$ cat config.mk
export PLATFORM = sky130hd
export DESIGN_NAME = slgt_sqrt
export DESIGN_NICKNAME = d
export VERILOG_FILES = /design/src/rtl/slgt_sqrt.sv
export SDC_FILE = /design/constraint.sdc
export NUM_CORES = 1
export LEC_CHECK = 0
export ABC_AREA = 1
export BUFFER_PORTS_ARGS = -buffer_cell sky130_fd_sc_hd__buf_2
export CORE_MARGIN = 4
export CORE_UTILIZATION = 42
export CTS_CLUSTER_DIAMETER = 60
export DETAILED_ROUTE_END_ITERATION = 10
export GPL_TIMING_DRIVEN = 0
export SLEW_MARGIN = 20
export SYNTH_ARGS = -nofsm -noshare
export SYNTH_HDL_FRONTEND = slang
export SYNTH_SLANG_ARGS = --single-unit
$ cat constraint.sdc
create_clock -name clock -period 10.7 [get_ports clock]
set_clock_uncertainty 0.05 [all_clocks]
set_input_delay 1.605 -clock clock [delete_from_list [all_inputs] [get_ports clock]]
set_output_delay 1.605 -clock clock [all_outputs]
set_load 0.005 [all_outputs]
$ cat src/rtl/slgt_sqrt.sv
// ----------------------------------------------------------------------------
// slgt_sqrt
// Digit-by-digit integer square root, one result bit per cycle.
// ----------------------------------------------------------------------------
module slgt_sqrt (
   input  logic        clock,
   input  logic        reset,
   input  logic        start,
   input  logic [65:0] radicand,
   output logic        done,
   output logic [32:0] root
);

   logic [65:0] rad_ff;
   logic [35:0] rem_ff;
   logic [32:0] root_ff;
   logic [5:0]  cnt_ff;
   logic        run_ff;
   logic        done_ff;

   logic [35:0] rem_sh;
   logic [35:0] trial;
   logic        fits;

   // bring down two radicand bits, try the next root bit
   assign rem_sh = {rem_ff[33:0], rad_ff[65:64]};
   assign trial  = {1'b0, root_ff, 2'b01};
   assign fits   = (rem_sh >= trial);

   always_ff @(posedge clock) begin
      if (reset) begin
         run_ff  <= 1'b0;
         done_ff <= 1'b0;
      end else begin
         done_ff <= 1'b0;
         if (start) begin
            rad_ff  <= radicand;
            rem_ff  <= '0;
            root_ff <= '0;
            cnt_ff  <= 6'd32;
            run_ff  <= 1'b1;
         end else if (run_ff) begin
            rad_ff  <= {rad_ff[63:0], 2'b00};
            rem_ff  <= fits ? rem_sh - trial : rem_sh;
            root_ff <= {root_ff[31:0], fits};
            if (cnt_ff == 6'd0) begin
               run_ff  <= 1'b0;
               done_ff <= 1'b1;
            end else begin
               cnt_ff <= cnt_ff - 6'd1;
            end
         end
      end
   end

   assign done = done_ff;
   assign root = root_ff;

endmodule

==> results.py <==
metrics = {
    "worst_setup_path": {
        "worstPathRequired_ps": 10780,
        "slowest_delay_ps": 540,
        "r2r_slack_ps": 8230,
        "path_class": "primary input to flop",
        "crit_start": "start",
        "critPathSlowestCell": "nor2_4",
        "r2r-end": "rem_ff[23]$_SDFFCE_PP0P_",
        "cp_cell_sequence": "buf_2 -> nor2_1 -> nor2_4 -> buf_12 -> buf_16 -> buf_12",
        "cp_num_buf_inv": 4,
        "end_kind": "flop",
        "path_common_cell": "buf_12",
        "critical_path.top_delay_family": "buffers and inverters",
        "r2r-start": "rem_ff[26]$_SDFFCE_PP0P_",
        "critPathMaxFanout": 27,
        "startpoint_type": "primary input",
        "r2r_cells": 13,
        "arrival_ps": 3090,
    },
    "grt": {
        "globalRoute.totalOverflow": 0,
        "grt_pass1_vias": 7127,
        "grt_pass1_wl_um": 34900,
        "antenna_found_initial": 0,
        "grt_max_degree": 28,
        "grt.total_usage": 0.184,
    },
    "run_status": {
        "outcome": "completed",
    },
    "floorplan": {
        "rows": 52,
        "coreArea_um2": 20400,
        "start_util": 0.431,
        "dieWidth_um": 153,
        "fp.dieH_um": 153,
        "io_pins": 103,
        "die-area_um2": 23300,
    },
    "detailed_routing": {
        "num_vias": 7119,
        "firstDrtPassIters": 5,
        "drtIter0Drc": 409,
        "via_per_inst": 4.63,
        "totalWireLength_um": 21100,
        "drc_errors": 0,
        "antenna_left": 0,
        "wl_per_cell_um": 13.7,
    },
    "clock_tree": {
        "clk_path_buf_depth": 2,
        "cts_buffers": 17,
        "clk_latency_ps": 430,
        "hold_buffers": 0,
        "cts_sinks": 141,
        "cts-resized-gates": 0,
        "clockRootBuffer": "clkbuf_16",
        "path_clk_slew_ps": 70,
        "cts_setup_buffers": 0,
        "cts_tree": "yes",
        "htreeDepth": 4,
    },
    "yosys": {
        "synth.top_cell.area_share": 0.474,
        "syn_inst": 1130,
        "synth-seq-cells": 141,
        "synth_area_leaders": "edfxtp_1, nand2_1, inv_1, ha_1, nor2_1",
        "synth_area_leader_cell": "edfxtp_1",
        "synth_edf_count": 139,
        "synth_seq_area_share": 0.479,
        "netlist_area_um2": 8800,
        "yosys_most_used_dff": "edfxtp_1",
        "syn_nets": 1236,
        "avgSynthCellArea_um2": 7.79,
        "yosysWarningCount": 0,
        "yosysUniqueCellTypes": 33,
        "async_flop_share": 0,
    },
    "placed_design": {
        "portBuffers": 102,
        "dp.cells": 1507,
        "gp_congestion": 0.947,
        "dp_hpwl_um": 16300,
    },
    "pwr": {
        "power.leakage_uw": 0.00525,
        "internal_power_uw": 1160,
        "p_seq_frac": 0.398,
        "power_density_nw_per_um2": 164,
        "combPwrFrac": 0.232,
        "clkPwrFrac": 0.370,
        "power.switching_uw": 542,
        "finalPower_uw": 1700,
        "peakVddDrop_mv": 0.0990,
        "swShare": 0.318,
    },
    "min_path": {
        "min_to": "done$_SDFF_PP0_",
        "whs_path_depth": 2,
        "hold_class": "flop to flop",
        "hp-start": "run_ff$_SDFF_PP0_",
    },
    "timing": {
        "period_minus_slack_ps": 3020,
        "slew_violations": 0,
        "rsz0062_at_grt": "no",
        "period_share": 0.282,
        "timing.final.hold_violations": 0,
        "tns_ps": 0,
        "setup_viol": 0,
        "max_freq_ghz": 0.332,
        "slew_headroom": 0.442,
        "tightest_slew_ps": 837,
    },
    "final_layout": {
        "layout_common_cells": "nand2_1, inv_1, edfxtp_1",
        "synthToLayoutAreaGrowth_pct": 18.1,
        "final_common_cell": "nand2_1",
        "fin_cells": 1539,
        "drive_above_1_share": 0.150,
        "diodes": 0,
        "nets": 1362,
        "fin_util": 0.509,
    },
    "flow_run": {
        "drv_cap": 0,
    },
}
power groups by stage:
stage                     Clock, uW  Combinational (uW)  Sequential [uW]
after global placement            0                 386              699
after floorplan                   0                 286              693
after detailed placement          0                 397              690
after global routing            668                 452              683
after CTS                       642                 399              679
final                           631                 395              678
cell usage after synthesis (2+ instances only):
library cell  count
dfxtp_1           2
inv_2             3
xnor2_1           2
nand2_2           6
nor4_1            3
buf_1             2
buf_8             4
inv_1           165
xor2_1           15
a21oi_2           2
nand3b_1          6
nand2_1         467
ha_1             37
or2_2             2
clkbuf_1         20
o21a_1            3
o21ai_0           6
nor3_1            4
and3_1            2
a21oi_1          23
nor2_4            4
nor2_1          123
o21bai_1         25
nand3_1          30
nand4_1           5
buf_12            2
nor2_2           23
edfxtp_1        139
area by class of cell:
| type | count | area (um^2) |
|---|---|---|
| buffer | 28 | 183 |
| clock buffer | 17 | 425 |
| clock inverter | 15 | 196 |
| fill | 2047 | 10000 |
| inverter | 169 | 642 |
| multi-input combinational | 792 | 3770 |
| sequential | 141 | 4210 |
| tap | 270 | 338 |
| timing repair buffer | 107 | 626 |
per-stage QoR:
| step | setup slack (ps) | hold slack [ps] | cell area [um^2] |
|---|---|---|---|
| after floorplan | 2430 | 364 | 8800 |
| after global placement | -438 | 375 | 9650 |
| after detailed placement | 7220 | 386 | 9770 |
| after CTS | 7680 | 409 | 10400 |
| after global routing | 7560 | 421 | 10400 |
| final | 7680 | 405 | 10400 |
tightest hold or removal path: cells and delay by family (launching register included):
family / cells / cell delay [ps]
flops: 1 / 310
buf+inv: 1 / 50
simple gates: 1 / 40
flip-flops by register name, summed over array words and instances (netlist names):
register	flops
rad_ff	66
rem_ff	34
root	33
cnt_ff	6
done	1
run_ff	1
worst max path at each step:
stage / cells after the start / endpoint
after detailed placement: 6 / root[19]$_SDFFCE_PP0P_
after CTS: 6 / rem_ff[21]$_SDFFCE_PP0P_
after global routing: 6 / rem_ff[19]$_SDFFCE_PP0P_
after global placement: 4 / cnt_ff[1]$_SDFFCE_PP0P_
final: 6 / rem_ff[23]$_SDFFCE_PP0P_
after floorplan: 3 / cnt_ff[0]$_SDFFCE_PP0P_
metal layers:
metal | vias to the layer above | routed length, um | global-route usage | part of all wire
li1 | 3775 | - | - | -
met1 | 3151 | 9980 | 0.245 | 0.47
met2 | 169 | 9770 | 0.304 | 0.46
met3 | 24 | 988 | 0.0335 | 0.047
met4 | 0 | 372 | 0.0619 | 0.018
met5 | - | 0 | 0 | 0
cell families (layout without fill, tap and decap cells):
logic type,Yosys count,in the layout,share of synthesized area
AOI/OAI and AO/OA,59,59,0.0424
xor gates and xnor gates,17,17,0.0169
adders and majority gates,37,37,0.0526
buffers and inverters,197,336,0.0937
DFF,141,141,0.479
and+or+nand+nor,679,679,0.316
(Power assumes the default switching activity.)
