`src/rtl/slgt_div.sv`:
```
// ----------------------------------------------------------------------------
// slgt_div
// Restoring divider, 33 quotient bits, one bit per cycle. The caller keeps
// the quotient below 2^33 so the upper numerator half is below the divisor.
// ----------------------------------------------------------------------------
module slgt_div (
   input  logic        clock,
   input  logic        reset,
   input  logic        start,
   input  logic [65:0] num,
   input  logic [32:0] den,
   output logic        done,
   output logic [32:0] quo
);

   logic [32:0] rem_ff;
   logic [32:0] low_ff;
   logic [32:0] den_ff;
   logic [32:0] quo_ff;
   logic [5:0]  cnt_ff;
   logic        run_ff;
   logic        done_ff;

   logic [33:0] rem_sh;
   logic        ge;
   logic [33:0] rem_sub;

   assign rem_sh  = {rem_ff, low_ff[32]};
   assign ge      = (rem_sh >= {1'b0, den_ff});
   assign rem_sub = rem_sh - {1'b0, den_ff};

   always_ff @(posedge clock) begin
      if (reset) begin
         run_ff  <= 1'b0;
         done_ff <= 1'b0;
      end else begin
         done_ff <= 1'b0;
         if (start) begin
            rem_ff <= num[65:33];
            low_ff <= num[32:0];
            den_ff <= den;
            quo_ff <= '0;
            cnt_ff <= 6'd32;
            run_ff <= 1'b1;
         end else if (run_ff) begin
            // shift in one numerator bit, subtract when it fits
            rem_ff <= ge ? rem_sub[32:0] : rem_sh[32:0];
            low_ff <= {low_ff[31:0], 1'b0};
            quo_ff <= {quo_ff[31:0], ge};
            if (cnt_ff == 6'd0) begin
               run_ff  <= 1'b0;
               done_ff <= 1'b1;
            end else begin
               cnt_ff <= cnt_ff - 6'd1;
            end
         end
      end
   end

   assign done = done_ff;
   assign quo  = quo_ff;

endmodule

```
`config.mk`:
```
export PLATFORM = sky130hd
export DESIGN_NAME = slgt_div
export DESIGN_NICKNAME = d
export VERILOG_FILES = /design/src/rtl/slgt_div.sv
export SDC_FILE = /design/constraint.sdc
export NUM_CORES = 1
export LEC_CHECK = 0
export ABC_AREA = 1
export BUFFER_PORTS_ARGS = -buffer_cell sky130_fd_sc_hd__buf_2
export CAP_MARGIN = 15
export CELL_PAD_IN_SITES_DETAIL_PLACEMENT = 1
export CELL_PAD_IN_SITES_GLOBAL_PLACEMENT = 1
export CORE_UTILIZATION = 38
export DETAILED_ROUTE_END_ITERATION = 8
export PLACE_DENSITY = 0.79
export SYNTH_ARGS = -nofsm -noshare
export SYNTH_HDL_FRONTEND = slang
export SYNTH_SLANG_ARGS = --single-unit
```
`constraint.sdc`:
```
create_clock -name clock -period 5.72 [get_ports clock]
set_input_delay 0 -clock clock [delete_from_list [all_inputs] [get_ports clock]]
set_output_delay 0 -clock clock [all_outputs]
set_load 0.02 [all_outputs]
```
==> impl_metrics.prom <==
# TYPE chip_impl_metric gauge
chip_impl_info{name="result_of_the_run",value="completed"} 1
chip_impl_metric{name="grt_usage",unit="%"} 24.1
chip_impl_metric{name="synth-xor-area-share",unit="%"} 1.51
chip_impl_info{name="worstReg2RegEnd",value="rem_ff[21]"} 1
chip_impl_metric{name="synth.yosys.seq_area_share",unit="%"} 48.2
chip_impl_metric{name="tightestPinTransition",unit="ns"} 0.824
chip_impl_metric{name="detail-route-antenna-nets",unit=""} 0
chip_impl_info{name="cts_root_buf",value="clkbuf_16"} 1
chip_impl_metric{name="syn_to_final_growth",unit="%"} 29.3
chip_impl_info{name="synth.top_cells.by_count",value="477 x nand2_1, 210 x inv_1, 138 x edfxtp_1, 76 x nor2_1, 60 x nand3_1"} 1
chip_impl_info{name="synth-main-ff-cell",value="edfxtp_1"} 1
chip_impl_metric{name="synth_compound_gate_area_share",unit="%"} 1.74
chip_impl_metric{name="synth-edff-count",unit=""} 138
chip_impl_info{name="worst_setup_path_start_kind",value="register"} 1
chip_impl_metric{name="finalWirelength",unit="µm"} 27100
chip_impl_metric{name="drcViolationCount",unit=""} 0
chip_impl_metric{name="final.min_clock_period",unit="ns"} 3.30
chip_impl_metric{name="grt_use_met3",unit="%"} 4.48
chip_impl_metric{name="routabilityCongestion",unit=""} 0.952
chip_impl_metric{name="timing.slew.headroom",unit="%"} 45.0
chip_impl_metric{name="timing.final.hold_violations",unit=""} 0
chip_impl_metric{name="cts_inserted_buffers",unit=""} 17
chip_impl_metric{name="wire_length_of_the_first_global_routing_pass",unit="µm"} 44400
chip_impl_metric{name="clkSlewWorstSetupHoldPaths",unit="ns"} 0.07
chip_impl_metric{name="finalSetupViolCount",unit=""} 0
chip_impl_info{name="rsz0062_at_grt",value="false"} 1
chip_impl_metric{name="htree_levels",unit=""} 4
chip_impl_metric{name="largest_net_degree_at_the_start_of_global_routing",unit=""} 69
chip_impl_metric{name="worstSkewPairLatency",unit="ns"} 0.44
chip_impl_info{name="synthMostInstantiatedCell",value="nand2_1"} 1
chip_impl_info{name="synth_area_leaders",value="edfxtp_1 48%, nand2_1 21%, inv_1 9.1%"} 1
chip_impl_metric{name="synth_nets",unit=""} 1273
chip_impl_metric{name="leakage_component_of_the_power",unit="nW"} 5.74
chip_impl_metric{name="yosys_register_bits",unit=""} 140
chip_impl_metric{name="port-buffer-count",unit=""} 135
chip_impl_metric{name="fin_nets",unit=""} 1505
chip_impl_metric{name="pin_count",unit=""} 136
chip_impl_metric{name="tns",unit="ns"} 0
chip_impl_metric{name="die_height",unit="µm"} 153
chip_impl_metric{name="min_path_cells",unit=""} 2
chip_impl_metric{name="dp_slack",unit="ns"} 2.43
chip_impl_metric{name="globalRouteOverflowTotal",unit=""} 0
chip_impl_metric{name="critical_path_required",unit="ns"} 5.90
chip_impl_metric{name="cellPowerDensity",unit="nW/µm²"} 282
chip_impl_metric{name="critical_path.max_fanout",unit=""} 34
chip_impl_metric{name="synth_cells",unit=""} 1135
chip_impl_metric{name="cp_data_arrival_time",unit="ns"} 3.48
chip_impl_metric{name="syn_avg_cell_area",unit="µm²"} 7.65
chip_impl_metric{name="post_drt_via_cell_ratio",unit=""} 4.77
chip_impl_metric{name="worst_ir_drop_vdd",unit="µV"} 198
chip_impl_metric{name="vias",unit=""} 7928
chip_impl_metric{name="grt_antenna_before_repair",unit=""} 1
chip_impl_info{name="hold_start",value="start"} 1
chip_impl_metric{name="detail_route.wl_per_cell",unit="µm"} 16.3
chip_impl_metric{name="fraction_of_synthesized_cell_area_taken_by_the_top_area_cell_type",unit="%"} 47.7
chip_impl_info{name="timing.hold.worst.class",value="in2reg"} 1
chip_impl_metric{name="slew_violations",unit=""} 0
chip_impl_metric{name="max-cap-violations",unit=""} 0
chip_impl_metric{name="fin_ws",unit="ns"} 2.42
chip_impl_info{name="largest_family_of_logic_cells_by_synthesized_area",value="simple AND/OR/NAND/NOR gates"} 1
chip_impl_metric{name="ys_async_sr_fraction",unit="%"} 0
chip_impl_info{name="top_usage_layer",value="met2"} 1
chip_impl_metric{name="synthesis.area",unit="µm²"} 8690
chip_impl_metric{name="setup.reg_to_reg.worst_slack",unit="ns"} 2.42
chip_impl_metric{name="tritoncts_num_sinks",unit=""} 140
chip_impl_metric{name="design.die.area",unit="µm²"} 23500
chip_impl_metric{name="share_of_cells_above_drive_strength_1",unit="%"} 13.9
chip_impl_metric{name="drt_iter0_drc",unit=""} 282
chip_impl_info{name="start_to_end_type_of_the_worst_setup_path",value="reg2reg"} 1
chip_impl_info{name="tritoncts",value="done"} 1
chip_impl_metric{name="ys.warnings.count",unit=""} 0
chip_impl_metric{name="std_cell_rows",unit=""} 54
chip_impl_metric{name="timing.fmax",unit="MHz"} 303
chip_impl_metric{name="synth.distinct_cells",unit=""} 34
chip_impl_metric{name="synth_fa_ha_area_share",unit="%"} 5.27
chip_impl_metric{name="core_box_area",unit="µm²"} 22100
chip_impl_metric{name="grt_pass1_vias",unit=""} 8798
chip_impl_metric{name="clock-skew-final",unit="ns"} 0.0174
chip_impl_info{name="worstHoldEndpoint",value="quo[4]"} 1
chip_impl_info{name="reg2reg_from",value="rem_ff[20]"} 1
chip_impl_info{name="end_kind",value="register"} 1
chip_impl_metric{name="cts.repair.resized",unit=""} 0
chip_impl_metric{name="clock_tree.buffer_depth",unit=""} 2
chip_impl_metric{name="use_met1",unit="%"} 28.6
chip_impl_info{name="synthDominantAreaCellType",value="edfxtp_1"} 1
chip_impl_metric{name="muxShareOfSynthArea",unit="%"} 0
chip_impl_metric{name="firstDrtPassIters",unit=""} 4
chip_impl_metric{name="post_cts_setup_buffer_count",unit=""} 0
chip_impl_metric{name="global_route.usage.met2",unit="%"} 44.1
chip_impl_metric{name="yosys.area_share.simple",unit="%"} 32.8
chip_impl_metric{name="x_dimension_of_the_die",unit="µm"} 153
chip_impl_metric{name="fin_crit_sh",unit="%"} 57.6
chip_impl_metric{name="dpl.hpwl",unit="µm"} 18400
chip_impl_metric{name="worstRegToRegCells",unit=""} 15
chip_impl_metric{name="initial_core_util",unit="%"} 39.3
==> placed cells by master (no fill, tap or decap), types with 2 or more instances in the layout <==
cell type	netlist	routed
nand2_1	477	477
inv_1	210	209
edfxtp_1	138	138
buf_2	4	134
dlygate4sd3_1	0	100
nor2_1	76	75
nand3_1	60	60
ha_1	35	35
nand3b_1	26	26
a21oi_1	18	17
clkbuf_16	0	17
xnor2_1	14	14
nand4_1	10	10
and2_1	6	6
buf_4	3	6
nor2_2	5	5
inv_6	0	5
nor3_1	4	4
nand2_2	4	4
o21ai_0	3	3
nor4_1	3	3
clkinv_4	0	3
o21bai_1	2	2
nor2_4	1	2
o21a_1	2	2
or2_2	2	2
nand3_2	2	2
nand2_4	2	2
inv_8	0	2
dfxtp_1	2	2
==> registers in the layout (all words and copies together), names as in the netlist <==
register,flops
quo,33
run_ff,1
cnt_ff,6
low_ff,33
rem_ff,33
den_ff,33
done,1
==> cell type report <==
cell class / instances / area [µm²]
antenna: 1 / 2.50
clock buffer: 17 / 425
clock inverter: 15 / 155
fill: 2734 / 10900
inverter: 210 / 788
multi-input combinational: 758 / 3610
sequential: 140 / 4180
tap: 280 / 350
timing repair buffer: 240 / 1720
==> routing by layer <==
metal | up-vias | part of all wire, %
met5 | - | 0
met4 | 0 | 1.9
met3 | 31 | 3.6
met2 | 156 | 51
met1 | 3767 | 44
li1 | 3974 | -
==> metrics by stage <==
stage	power [mW]	area, µm²	instances	util (%)	hold WS [ns]
final	3.17	11200	1661	50.8	0.0887
after global routing	3.33	11200	1661	50.8	0.105
after CTS	3.19	11200	1660	50.8	0.0696
after detailed placement	2.01	9650	1528	43.7	0.178
after global placement	1.98	9650	1528	43.7	0.177
after floorplan	1.79	8690	1135	-	0.0771
==> worst max-delay path, stage by stage (launching register included) <==
cell and delay, ns:
edfxtp_1 0.41, ha_1 0.38, nand2_1 0.18, inv_1 0.07, nand2_1 0.06, nand2_1 0.06, nand2_1 0.06, nand2_1 0.06
nand2_1 0.08, nand3_2 0.08, nor2_4 0.60, nand2_4 0.44, nand2_2 0.36, nand2_1 0.08, nand2_1 0.07, nand2_1 0.05
==> logic make-up (layout without fill, tap and decap cells) <==
logic type      count (synthesis)  in the layout
compound gates                 27             27
buf+inv                       237            482
other cells                     0              1
xor+xnor                       15             15
fa+ha+maj                      36             36
simple gates                  680            680
flops                         140            140
==> power breakdown <==
group | internal, mW | switching, mW | leakage (nW)
clock | 0.615 | 0.505 | 0.283
sequential | 1.23 | 0.0319 | 1.34
combinational | 0.293 | 0.497 | 4.12
==> worst max path at each step <==
| stage | from | endpoint | slack [ns] | cells after the start |
|---|---|---|---|---|
| finish | rem_ff[20] | rem_ff[21] | 2.42 | 15 |
| global route | rem_ff[24] | rem_ff[21] | 2.06 | 15 |
| CTS | rem_ff[20] | rem_ff[29] | 2.38 | 15 |
| detailed placement | rem_ff[21] | rem_ff[29] | 2.43 | 13 |
| global placement | rem_ff[20] | rem_ff[21] | 2.54 | 15 |
| floorplan | start | cnt_ff[0] | 1.53 | 5 |
==> what timing repair did <==
| item | CTS | global route |
|---|---|---|
| endpoints found under the hold margin | 100 | 0 |
| endpoints found under the setup margin | 0 | 0 |
| hold buffers | 100 | 0 |
Power figures use the tool's default switching activity.
